`config.mk`:
```
export PLATFORM = sky130hd
export DESIGN_NAME = json_string_escaper_utf8_truncate
export DESIGN_NICKNAME = d
export VERILOG_FILES = /design/src/sv/jse_pkg.sv /design/src/sv/jse_esc_unit.sv /design/src/sv/jse_hold_buf.sv /design/src/sv/json_string_escaper_utf8_truncate.sv
export SDC_FILE = /design/constraint.sdc
export NUM_CORES = 1
export LEC_CHECK = 0
export ABC_AREA = 1
export BUFFER_PORTS_ARGS = -buffer_cell sky130_fd_sc_hd__buf_4
export CORE_MARGIN = 2
export CORE_UTILIZATION = 39
export CTS_CLUSTER_DIAMETER = 80
export DETAILED_ROUTE_END_ITERATION = 10
export MAX_ROUTING_LAYER = met4
export PLACE_DENSITY = 0.67
export SLEW_MARGIN = 0
export SYNTH_ARGS = -nofsm -noshare
export SYNTH_HDL_FRONTEND = slang
export SYNTH_HIERARCHICAL = 1
export SYNTH_SLANG_ARGS = --single-unit
```
`constraint.sdc`:
```
create_clock -name clk -period 2.2 [get_ports clk]
set_input_delay 0.33 -clock clk [delete_from_list [all_inputs] [get_ports clk]]
set_output_delay 0.33 -clock clk [all_outputs]
set_load 0.05 [all_outputs]
```
`src/sv/jse_pkg.sv`:
```
// jse_pkg: shared types, constants and helpers for the JSON string escaper.
// Used by jse_esc_unit, json_string_escaper_utf8_truncate and its testbench.
// No dependencies.
package jse_pkg;

    localparam int HOLD_DEPTH_DEF = 4;
    localparam int INDEX_BITS_DEF = 11;

    localparam int MAX_BYTES_W = 10;
    localparam logic [MAX_BYTES_W-1:0] MAX_BYTES_RST = 10'd300;

    localparam int ESC_STEP_W = 3;

    localparam logic [7:0] CH_QUOTE  = 8'h22;
    localparam logic [7:0] CH_BSLASH = 8'h5C;
    localparam logic [7:0] CH_LF     = 8'h0A;
    localparam logic [7:0] CH_CR     = 8'h0D;
    localparam logic [7:0] CH_TAB    = 8'h09;
    localparam logic [7:0] CH_N      = 8'h6E;
    localparam logic [7:0] CH_R      = 8'h72;
    localparam logic [7:0] CH_T      = 8'h74;
    localparam logic [7:0] CH_U      = 8'h75;
    localparam logic [7:0] CH_ZERO   = 8'h30;
    localparam logic [7:0] CTRL_LIMIT = 8'h20;

    localparam logic [7:0] UTF8_CONT_MASK = 8'hC0;
    localparam logic [7:0] UTF8_CONT_VAL  = 8'h80;

    typedef struct packed {
        logic       mode;
        logic [7:0] in_byte;
    } in_item_t;

    typedef struct packed {
        logic [7:0] out_byte;
        logic       run_last;
        logic       string_done;
    } out_item_t;

    function automatic logic [7:0] hex_digit(input logic [3:0] nib);
        logic [7:0] d;
        if (nib < 4'd10)
        begin
            d = CH_ZERO + {4'd0, nib};
        end
        else
        begin
            d = 8'h61 + {4'd0, nib} - 8'd10;
        end
        return d;
    endfunction

endpackage

```
`src/sv/jse_esc_unit.sv`:
```
// jse_esc_unit: produces one character of the escaped form of a byte per step.
// Depends on jse_pkg.
module jse_esc_unit (
    input  logic [7:0]                     c,
    input  logic [jse_pkg::ESC_STEP_W-1:0] step,
    output logic [7:0]                     ch,
    output logic                           last
);

    always_comb
    begin
        ch   = c;
        last = 1'b1;
        case (c)
            jse_pkg::CH_QUOTE, jse_pkg::CH_BSLASH:
            begin
                ch   = (step == '0) ? jse_pkg::CH_BSLASH : c;
                last = (step != '0);
            end
            jse_pkg::CH_LF:
            begin
                ch   = (step == '0) ? jse_pkg::CH_BSLASH : jse_pkg::CH_N;
                last = (step != '0);
            end
            jse_pkg::CH_CR:
            begin
                ch   = (step == '0) ? jse_pkg::CH_BSLASH : jse_pkg::CH_R;
                last = (step != '0);
            end
            jse_pkg::CH_TAB:
            begin
                ch   = (step == '0) ? jse_pkg::CH_BSLASH : jse_pkg::CH_T;
                last = (step != '0);
            end
            default:
            begin
                if (c < jse_pkg::CTRL_LIMIT)
                begin
                    // \u00xx, six characters
                    last = 1'b0;
                    case (step)
                        3'd0:    ch = jse_pkg::CH_BSLASH;
                        3'd1:    ch = jse_pkg::CH_U;
                        3'd2:    ch = jse_pkg::CH_ZERO;
                        3'd3:    ch = jse_pkg::CH_ZERO;
                        3'd4:    ch = jse_pkg::hex_digit(c[7:4]);
                        default:
                        begin
                            ch   = jse_pkg::hex_digit(c[3:0]);
                            last = 1'b1;
                        end
                    endcase
                end
            end
        endcase
    end

endmodule

```
`src/sv/jse_hold_buf.sv`:
```
// jse_hold_buf: small buffer of held-back bytes of an unfinished UTF-8 sequence.
// Depends on jse_pkg only through the top level's parameters.
module jse_hold_buf #(
    parameter int HOLD_DEPTH = 4,
    parameter int HOLD_BITS  = 2
) (
    input  logic                 clk,
    input  logic                 wr_en,
    input  logic [HOLD_BITS-1:0] wr_idx,
    input  logic [7:0]           wr_data,
    input  logic [HOLD_BITS-1:0] rd_idx,
    output logic [7:0]           rd_data
);

    logic [7:0] held_reg [HOLD_DEPTH];

    always_ff @(posedge clk)
    begin
        if (wr_en)
        begin
            held_reg[wr_idx] <= wr_data;
        end
    end

    assign rd_data = held_reg[rd_idx];

endmodule

```
`src/sv/json_string_escaper_utf8_truncate.sv`:
```
// json_string_escaper_utf8_truncate: streams string bytes out as a quoted,
// escaped JSON string literal with UTF-8-safe truncation.
// Depends on jse_pkg, jse_esc_unit and jse_hold_buf.
// An accepted item moves the block to S_RUN, where its first result is registered.
// Per item: accept, one result per cycle through the single escape unit while out_ready
// allows, then a finishing step before the next item is taken; k results, k is 0..26.
// Reset: control state cleared, limit register set to 300; hold buffer not cleared.
module json_string_escaper_utf8_truncate #(
    parameter int HOLD_DEPTH = jse_pkg::HOLD_DEPTH_DEF,
    parameter int INDEX_BITS = jse_pkg::INDEX_BITS_DEF
) (
    input  logic                            clk,
    input  logic                            rst_n,
    input  logic                            in_valid,
    output logic                            in_ready,
    input  jse_pkg::in_item_t               in_data,
    output logic                            out_valid,
    input  logic                            out_ready,
    output jse_pkg::out_item_t              out_data,
    input  logic                            cfg_wr_en,
    input  logic [jse_pkg::MAX_BYTES_W-1:0] cfg_wr_data
);

    localparam int HOLD_BITS = (HOLD_DEPTH > 1) ? $clog2(HOLD_DEPTH) : 1;
    localparam int CNT_W     = $clog2(HOLD_DEPTH + 1);
    localparam int CMP_W     = (INDEX_BITS > jse_pkg::MAX_BYTES_W) ?
                               INDEX_BITS : jse_pkg::MAX_BYTES_W;
    localparam logic [INDEX_BITS-1:0] INDEX_MAX = '1;
    localparam logic [CNT_W-1:0] DEPTH_C = CNT_W'(HOLD_DEPTH);
    localparam logic [CNT_W-1:0] MASK_C  = CNT_W'(HOLD_DEPTH - 1);

    typedef enum logic {S_IDLE, S_RUN} state_t;

    state_t                          state_reg, state_next;
    logic                            opened_reg, opened_next;
    logic                            trunc_reg, trunc_next;
    logic [INDEX_BITS-1:0]           index_reg, index_next;
    logic [CNT_W-1:0]                hcount_reg, hcount_next;
    logic [jse_pkg::MAX_BYTES_W-1:0] max_reg;
    logic                            open_pend_reg, open_pend_next;
    logic                            close_pend_reg, close_pend_next;
    logic                            store_pend_reg, store_pend_next;
    logic [CNT_W-1:0]                flush_n_reg, flush_n_next;
    logic [CNT_W-1:0]                fidx_reg, fidx_next;
    logic [jse_pkg::ESC_STEP_W-1:0]  sub_reg, sub_next;
    logic [HOLD_BITS-1:0]            widx_reg, widx_next;
    logic [7:0]                      byte_reg, byte_next;
    logic                            out_valid_reg, out_valid_next;
    jse_pkg::out_item_t              out_data_reg, out_data_next;

    logic       acc;
    logic       cont;
    logic       slot_free;
    logic       do_flush;
    logic       wr_en;
    logic [7:0] rd_data;
    logic [7:0] esc_ch;
    logic       esc_last;
    logic [CNT_W-1:0] fidx_inc;
    logic [CNT_W-1:0] widx_wide;

    jse_hold_buf #(
        .HOLD_DEPTH (HOLD_DEPTH),
        .HOLD_BITS  (HOLD_BITS)
    ) u_hold (
        .clk     (clk),
        .wr_en   (wr_en),
        .wr_idx  (widx_reg),
        .wr_data (byte_reg),
        .rd_idx  (fidx_reg[HOLD_BITS-1:0]),
        .rd_data (rd_data)
    );

    jse_esc_unit u_esc (
        .c    (rd_data),
        .step (sub_reg),
        .ch   (esc_ch),
        .last (esc_last)
    );

    assign in_ready  = (state_reg == S_IDLE);
    assign acc       = in_valid && in_ready;
    assign cont      = (in_data.in_byte & jse_pkg::UTF8_CONT_MASK) == jse_pkg::UTF8_CONT_VAL;
    assign slot_free = !out_valid_reg || out_ready;
    assign fidx_inc  = fidx_reg + CNT_W'(1);
    assign out_valid = out_valid_reg;
    assign out_data  = out_data_reg;

    always_comb
    begin
        state_next      = state_reg;
        opened_next     = opened_reg;
        trunc_next      = trunc_reg;
        index_next      = index_reg;
        hcount_next     = hcount_reg;
        open_pend_next  = open_pend_reg;
        close_pend_next = close_pend_reg;
        store_pend_next = store_pend_reg;
        flush_n_next    = flush_n_reg;
        fidx_next       = fidx_reg;
        sub_next        = sub_reg;
        widx_next       = widx_reg;
        byte_next       = byte_reg;
        out_valid_next  = out_valid_reg && !out_ready;
        out_data_next   = out_data_reg;
        do_flush        = 1'b0;
        wr_en           = 1'b0;
        widx_wide       = '0;

        case (state_reg)
            S_IDLE:
            begin
                if (acc)
                begin
                    state_next      = S_RUN;
                    open_pend_next  = !opened_reg;
                    opened_next     = 1'b1;
                    close_pend_next = 1'b0;
                    store_pend_next = 1'b0;
                    fidx_next       = '0;
                    sub_next        = '0;
                    byte_next       = in_data.in_byte;
                    if (in_data.mode)
                    begin
                        do_flush        = !trunc_reg;
                        close_pend_next = 1'b1;
                        opened_next     = 1'b0;
                        trunc_next      = 1'b0;
                        index_next      = '0;
                        hcount_next     = '0;
                    end
                    else if (!trunc_reg)
                    begin
                        if (CMP_W'(index_reg) >= CMP_W'(max_reg))
                        begin
                            trunc_next  = 1'b1;
                            do_flush    = !cont;
                            hcount_next = '0;
                        end
                        else
                        begin
                            do_flush        = !cont || (hcount_reg >= DEPTH_C);
                            store_pend_next = 1'b1;
                            widx_wide       = (do_flush ? '0 : hcount_reg) & MASK_C;
                            widx_next       = widx_wide[HOLD_BITS-1:0];
                            hcount_next     = do_flush ? CNT_W'(1) : hcount_reg + CNT_W'(1);
                            if (index_reg != INDEX_MAX)
                            begin
                                index_next = index_reg + INDEX_BITS'(1);
                            end
                        end
                    end
                    flush_n_next = do_flush ? hcount_reg : '0;
                end
            end
            S_RUN:
            begin
                if (open_pend_reg)
                begin
                    if (slot_free)
                    begin
                        open_pend_next = 1'b0;
                        out_valid_next = 1'b1;
                        out_data_next  = '{out_byte: jse_pkg::CH_QUOTE,
                                           run_last: (flush_n_reg == '0) && !close_pend_reg,
                                           string_done: 1'b0};
                    end
                end
                else if (fidx_reg != flush_n_reg)
                begin
                    if (slot_free)
                    begin
                        out_valid_next = 1'b1;
                        out_data_next  = '{out_byte: esc_ch,
                                           run_last: esc_last && (fidx_inc == flush_n_reg)
                                                     && !close_pend_reg,
                                           string_done: 1'b0};
                        if (esc_last)
                        begin
                            fidx_next = fidx_inc;
                            sub_next  = '0;
                        end
                        else
                        begin
                            sub_next = sub_reg + jse_pkg::ESC_STEP_W'(1);
                        end
                    end
                end
                else if (close_pend_reg)
                begin
                    if (slot_free)
                    begin
                        close_pend_next = 1'b0;
                        out_valid_next  = 1'b1;
                        out_data_next   = '{out_byte: jse_pkg::CH_QUOTE,
                                            run_last: 1'b1,
                                            string_done: 1'b1};
                    end
                end
                else
                begin
                    // new byte goes in only after the old ones are flushed
                    wr_en           = store_pend_reg;
                    store_pend_next = 1'b0;
                    state_next      = S_IDLE;
                end
            end
            default:
            begin
                state_next = S_IDLE;
            end
        endcase
    end

    always_ff @(posedge clk or negedge rst_n)
    begin
        if (!rst_n)
        begin
            state_reg      <= S_IDLE;
            opened_reg     <= 1'b0;
            trunc_reg      <= 1'b0;
            index_reg      <= '0;
            hcount_reg     <= '0;
            max_reg        <= jse_pkg::MAX_BYTES_RST;
            open_pend_reg  <= 1'b0;
            close_pend_reg <= 1'b0;
            store_pend_reg <= 1'b0;
            flush_n_reg    <= '0;
            fidx_reg       <= '0;
            sub_reg        <= '0;
            out_valid_reg  <= 1'b0;
        end
        else
        begin
            state_reg      <= state_next;
            opened_reg     <= opened_next;
            trunc_reg      <= trunc_next;
            index_reg      <= index_next;
            hcount_reg     <= hcount_next;
            open_pend_reg  <= open_pend_next;
            close_pend_reg <= close_pend_next;
            store_pend_reg <= store_pend_next;
            flush_n_reg    <= flush_n_next;
            fidx_reg       <= fidx_next;
            sub_reg        <= sub_next;
            out_valid_reg  <= out_valid_next;
            if (cfg_wr_en)
            begin
                max_reg <= cfg_wr_data;
            end
        end
    end

    always_ff @(posedge clk)
    begin
        widx_reg     <= widx_next;
        byte_reg     <= byte_next;
        out_data_reg <= out_data_next;
    end

    a_busy_after_accept: assert property (@(posedge clk) disable iff (!rst_n)
        acc |=> !in_ready)
        else $error("block ready straight after a transaction");

    a_done_is_last: assert property (@(posedge clk) disable iff (!rst_n)
        (out_valid && out_data.string_done) |-> out_data.run_last)
        else $error("closing quote not marked last");

    a_done_is_quote: assert property (@(posedge clk) disable iff (!rst_n)
        (out_valid && out_data.string_done) |-> (out_data.out_byte == jse_pkg::CH_QUOTE))
        else $error("closing byte is not a quote");

    a_hold_bound: assert property (@(posedge clk) disable iff (!rst_n)
        (hcount_reg <= DEPTH_C) && (flush_n_reg <= DEPTH_C))
        else $error("hold count beyond buffer depth");

endmodule

```
### Word level (Yosys, flattened, before mapping)

Memory sizes are Yosys's and may differ from the RTL's.
Index checks and enable logic that the tools add are counted.

* register bits: 60
* bits in latches: 0
* RAM bits: 32
* memory bits (read-only): 0
* output and inout bits: 12
* logic and storage cells: 172
* memories kept: 1

* add/subtract/negate cells: 10
* multiply operators: 0
* div/mod/pow operators: 0
* magnitude comparators: 5
* equal/unequal tests: 22
* shift-type cells: 0
* multiplexer cells: 81
* bitwise operators: 4
* reductions and logical operators: 31

Memory list
* u_hold.held_reg: words 4, bits a word 8, rd ports 1, clocked after Yosys merged registers in 0, wr ports 1, RTL line jse_hold_buf.sv:15 `logic [7:0] held_reg [HOLD_DEPTH];`

Operator list (count)
* one-hot mux 8 bit (4 select lines): 2
* 2-to-1 mux 10 bit: 6
* 2-to-1 mux 11 bit: 4
* 2-to-1 mux 1 bit: 42
* 2-to-1 mux 3 bit: 14
* 2-to-1 mux 8 bit: 4
* == test 8 x 4 -> 1 bit (second input constant): 3
* 2-to-1 mux 6 bit: 3
* adder 7 x 4 -> 8 bit (first input constant): 2
* subtractor 8 x 4 -> 8 bit (second input constant): 2
* AND reduction 5 bit: 3
* adder 6 x 4 -> 7 bit (first input constant): 2
* one-hot mux 3 bit (2 select lines): 2
* adder 11 x 1 -> 11 bit (second input constant): 1
* greater-or-equal comparator 11 x 10 -> 1 bit: 1
* inequality test 11 bit (second input constant): 1
* inequality test 2 bit (second input constant): 5
* OR reduction 5 bit: 2
* adder 3 x 1 -> 3 bit (second input constant): 3
* AND reduction 3 bit: 3
* == test 8 x 6 -> 1 bit (second input constant): 1
* == test 8 x 7 -> 1 bit (second input constant): 1
* < comparator 4 bit (second input constant): 2
* < comparator 8 x 6 -> 1 bit (second input constant): 1
* 19 further kinds: 43

### Longest topological paths before layout

* word-level depth: 10
* depth in mapped cells: 20
* gate-level depth less buffers: 18

### By module

The synthesis kept the hierarchy.

By module, submodules not included
* json_string_escaper_utf8_truncate: instances 1, cells each 352, area an instance 3121.7 sq um, sequential area each 1606.5 sq um
* jse_hold_buf: instances 1, cells each 133, area an instance 1387.6 sq um, sequential area each 960.9 sq um
* jse_esc_unit: instances 1, cells each 117, area an instance 573.0 sq um, sequential area each 0.0 sq um

### Worst setup path after synthesis

OpenSTA, ideal clock, no wires.

* path type: register to register
* from: register fidx_reg[0]
* to: register out_data_reg, in the netlist out_data[1], data pin
* setup time: 258 ps
* arrival: 2111 ps
* slack: -169 ps
* cell stages (with the launch flop): 18
* buffers on the path: 2
* path through: dfrtp_1 > buf_6 > buf_4 > nand2_1 > nand3_1 > nand2_1 > inv_1 > ha_1 > nand2_1 > nor2_1 > nand2_1 > nand2_4 > nor2_2 > o21ai_2 > nand3_1 > nor2_1 > a31oi_1 > nand2_1

* longest elaborated chain between the ends: 9
* elaborated cells on any way between the ends: 18
* those cells by class: add/sub: 1; order compare: 1; eq/ne: 7; mux: 5; reduce/logical: 3; memory: 1

RTL lines
* start: declaration: RTL line json_string_escaper_utf8_truncate.sv:44 `logic [CNT_W-1:0] fidx_reg, fidx_next;`
* start signal: assignment: RTL line json_string_escaper_utf8_truncate.sv:244 `fidx_reg <= fidx_next;`
* memory (4 x 8 bit) (*)
* named net rd_data[1]: RTL line json_string_escaper_utf8_truncate.sv:56 `logic [7:0] rd_data;`
* < comparator 8 x 6 -> 1 bit, or another cell as far along: RTL line jse_esc_unit.sv:37 `if (c < jse_pkg::CTRL_LIMIT)`
* 2-to-1 mux 1 bit / OR reduction 5 bit (equally long branches)
* 2-to-1 mux 1 bit (*)
* named net esc_last: RTL line json_string_escaper_utf8_truncate.sv:58 `logic esc_last;`
* logical AND 1 bit (*): RTL line json_string_escaper_utf8_truncate.sv:175 `run_last: esc_last && (fidx_inc == flush_n_reg)`
* logical AND 1 bit (*): RTL line json_string_escaper_utf8_truncate.sv:176 `&& !close_pend_reg,`
* 2-to-1 mux 10 bit (*): RTL line json_string_escaper_utf8_truncate.sv:171 `if (slot_free)`
* 2-to-1 mux 10 bit (*): RTL line json_string_escaper_utf8_truncate.sv:169 `else if (fidx_reg != flush_n_reg)`
* 2-to-1 mux 10 bit (*): RTL line json_string_escaper_utf8_truncate.sv:158 `if (open_pend_reg)`
* end signal: assignment: RTL line json_string_escaper_utf8_truncate.sv:258 `out_data_reg <= out_data_next;`
* end: declaration: RTL line json_string_escaper_utf8_truncate.sv:49 `jse_pkg::out_item_t out_data_reg, out_data_next;`

Mark *: on every way through the listed nets, which the timed path passes. The rest lies on a longest branch. The select of a mux whose other input is x is not followed.
A chain may end at the register's enable or synchronous reset.

### Final worst setup path

Ends and elaborated chain as after synthesis.

==> impl_metrics.sql <==
INSERT INTO impl_metrics (metric_group, metric, value, unit) VALUES
('global_route', 'grt_max_degree', '41', ''),
('final_layout', 'synthToLayoutAreaGrowth', '25.6', '%'),
('synth', 'number_of_enable_flip_flop_cells_after_synthesis', '52', ''),
('final_layout', 'fill_cells', '1199', ''),
('timing', 'finalHoldWorstSlack', '0.158', 'ns'),
('final_layout', 'seqCellArea', '2570', 'um2'),
('worst_setup_path', 'cpMaxStageDelayCell', 'sky130_fd_sc_hd__dfrtp_2', ''),
('clocking', 'clock_tree.htree_level_count', '3', ''),
('place', 'routabilityCongestion', '0.875', ''),
('floorplanning', 'dieWidth', '118', 'um'),
('synth', 'yosys_warnings', '6', ''),
('power', 'worst_ir_drop_on_vdd', '0.000413', 'V'),
('floorplanning', 'floorplan.core_area', '12700', 'um2'),
('place', 'dpl-instance-area', '5820', 'um2'),
('drt', 'detail_route.first_pass.iterations', '4', ''),
('timing', 'slew_at_the_pin_with_the_worst_max_slew_slack', '0.524', 'ns'),
('synth', 'synth.ff_latch_count', '92', ''),
('clocking', 'ctsRootBufferMaster', 'sky130_fd_sc_hd__clkbuf_16', ''),
('global_route', 'global_route_wire_length_before_repair', '19200', 'um'),
('clocking', 'cts_tree', 'yes', ''),
('synth', 'syn-instance-count', '602', ''),
('run', 'max-cap-violations', '0', ''),
('global_route', 'number_of_antenna_violations_at_the_first_check_in_global_routing', '0', ''),
('floorplanning', 'floorplan.io_pins', '36', ''),
('drt', 'drt_wl_total', '11200', 'um'),
('synth', 'synthArstFlopShare', '43.5', '%'),
('drt', 'drt_iter0_markers', '243', ''),
('clocking', 'cts_max_path_buffers', '2', ''),
('place', 'dp.cells', '834', ''),
('worst_setup_path', 'critical_path_arrival', '2.37', 'ns'),
('status', 'run_status', 'complete, but fails checks', ''),
('synth', 'synth_area', '5080', 'um2'),
('synth', 'synthMostInstantiatedCell', 'sky130_fd_sc_hd__nand2_1', ''),
('final_layout', 'multi_input_area', '2260', 'um2'),
('synth', 'synth.lib_cells_used.distinct', '35', ''),
('worst_setup_path', 'critical_path.max_fanout', '8', ''),
('timing', 'setup_slack', '-0.0551', 'ns'),
('drt', 'ant_nets', '0', ''),
('global_route', 'grtUsageTotal', '17.4', '%'),
('clocking', 'numCtsBuffers', '9', ''),
('timing', 'clock-skew-final', '0.0102', 'ns'),
('floorplanning', 'floorplan.initialDensity', '40.1', '%'),
('place', 'io_buffer_count', '35', ''),
('floorplanning', 'die_area', '14000', 'um2'),
('worst_setup_path', 'crit_required', '2.31', 'ns'),
('final_layout', 'post_layout_nonfiller_instances', '864', ''),
('drt', 'vias', '4123', ''),
('final_layout', 'num-nets-final', '731', ''),
('power', 'power_per_cell_area', '1160', 'nW/um2'),
('final_layout', 'layout-drive-gt1-share', '26.3', '%'),
('timing', 'unrepaired_setup_endpoints_after_global_routing', 'yes', ''),
('synth', 'sequential_fraction_of_the_synthesis_area', '50.5', '%'),
('worst_setup_path', 'timing.critical_path.slowest_cell_delay', '0.48', 'ns'),
('synth', 'synthDominantAreaCellType', 'sky130_fd_sc_hd__edfxtp_1', ''),
('status', 'violated_checks', 'setup timing', ''),
('floorplanning', 'dieHeight', '118', 'um'),
('synth', 'postSynthNetCount', '646', ''),
('timing', 'slew_headroom', '65.1', '%'),
('synth', 'synth_flop_cell', 'sky130_fd_sc_hd__edfxtp_1', ''),
('timing', 'layout_min_cycle_time', '2.26', 'ns'),
('timing', 'share_of_the_clock_period_used_by_the_worst_path_after_layout', '103', '%'),
('final_layout', 'area_of_all_placed_cells_without_fillers', '6380', 'um2'),
('worst_setup_path', 'critPathTopFamily', 'simple AND/OR/NAND/NOR gates', ''),
('global_route', 'first_global_vias', '4137', ''),
('worst_setup_path', 'critical_path_class', 'flip-flop to flip-flop', ''),
('worst_setup_path', 'worst-path-buf-inv', '2', ''),
('timing', 'finalSetupViolCount', '7', ''),
('final_layout', 'insertedDiodeCount', '0', ''),
('worst_setup_path', 'timing.critical_path.from_type', 'flip-flop', ''),
('drt', 'drt-wirelength-per-cell', '12.9', 'um'),
('clocking', 'cts_sinks', '92', '');
per-stage QoR:
stage / power, mW / util (%) / TNS, ns
6_report: 7.38 / 50.4 / -0.153
5_1_grt: 7.90 / 50.4 / -4.99
4_1_cts: 7.30 / 49.6 / -0.0128
3_5_place_dp: 5.55 / 45.9 / -1.83
3_3_place_gp: 5.46 / 45.9 / -0.470
2_1_floorplan: 4.52 / - / -0.118
worst paths after layout:
check | from | to | slack, ns | cells after the start
hold reg to reg | opened_reg | opened_reg | 0.49 | 2
max in group asynchronous | rst_n | fidx_reg[0] | 1.32 | 2
setup / recovery | fidx_reg[0] | out_data[1] | -0.06 | 16
hold / removal | in_data[2] | byte_reg[2] | 0.16 | 1
setup reg to reg | fidx_reg[0] | out_data[1] | -0.06 | 16
min in group asynchronous | rst_n | max_reg[4] | 0.50 | 2
cells in the final DEF, fill, tap and decap left out, types with 5 or more instances in the layout:
cell type / Yosys / routed
sky130_fd_sc_hd__nand2_1: 161 / 146
sky130_fd_sc_hd__inv_1: 95 / 86
sky130_fd_sc_hd__buf_4: 1 / 80
sky130_fd_sc_hd__nand3_1: 65 / 57
sky130_fd_sc_hd__edfxtp_1: 52 / 52
sky130_fd_sc_hd__nor2_1: 53 / 49
sky130_fd_sc_hd__dfrtp_1: 36 / 35
sky130_fd_sc_hd__o21ai_0: 24 / 22
sky130_fd_sc_hd__nand2_2: 5 / 17
sky130_fd_sc_hd__ha_1: 20 / 15
sky130_fd_sc_hd__inv_2: 5 / 10
sky130_fd_sc_hd__nand3_2: 1 / 9
sky130_fd_sc_hd__nand4_1: 9 / 9
sky130_fd_sc_hd__clkbuf_16: 0 / 9
sky130_fd_sc_hd__xnor2_1: 9 / 8
sky130_fd_sc_hd__o21ai_1: 5 / 7
sky130_fd_sc_hd__xor2_1: 6 / 6
sky130_fd_sc_hd__nor2_2: 3 / 6
sky130_fd_sc_hd__nor3_1: 10 / 6
sky130_fd_sc_hd__nand2_4: 3 / 6
sky130_fd_sc_hd__a21oi_1: 5 / 5
sky130_fd_sc_hd__nor2_4: 4 / 5
sky130_fd_sc_hd__buf_6: 4 / 5
report_power, final:
group / internal, mW / total, mW / switching, mW / leakage, nW
Sequential: 2.22 / 2.44 / 0.226 / 0.991
Combinational: 1.35 / 3.46 / 2.11 / 1.96
Clock: 0.805 / 1.48 / 0.678 / 0.140
Total: 4.37 / 7.38 / 3.01 / 3.09
per-layer routing:
layer / part of all wire (%) / GRT usage (%) / wire length (um)
met1: 44 / 21.2 / 4940
met2: 50 / 28.1 / 5560
met3: 4.1 / 3.57 / 455
met4: 2.0 / 7.38 / 225
met5: 0 / - / 0
final cells by class:
| class | count | area share [%] |
|---|---|---|
| multi-input cells | 397 | 35.3 |
| repair buffers | 86 | 10.4 |
| clock buffers | 10 | 3.74 |
| well taps | 172 | 3.37 |
| clock inverters | 6 | 0.686 |
| inverters | 101 | 6.17 |
| flip-flops and latches | 92 | 40.2 |
logic make-up after synthesis:
group                    share of synthesized area, %
flip-flops                                       50.5
adder cells (fa/ha/maj)                          4.92
buffers and inverters                            9.13
AO/OA/AOI/OAI                                    4.16
multiplexers                                    0.222
XOR/XNOR                                         2.59
AND/OR/NAND/NOR                                  28.5
what timing repair did:
| action | 4_1_cts | 5_1_grt |
|---|---|---|
| hold endpoints to repair | 36 | 0 |
| gates cloned | 1 | 0 |
| gates resized for setup | 32 | 21 |
| hold buffers | 1 | 0 |
| setup buffers | 8 | 4 |
| endpoints found under the setup margin | 42 | 46 |
| pin swaps | 12 | 8 |
Note: power is estimated with default switching activity, not from simulation.
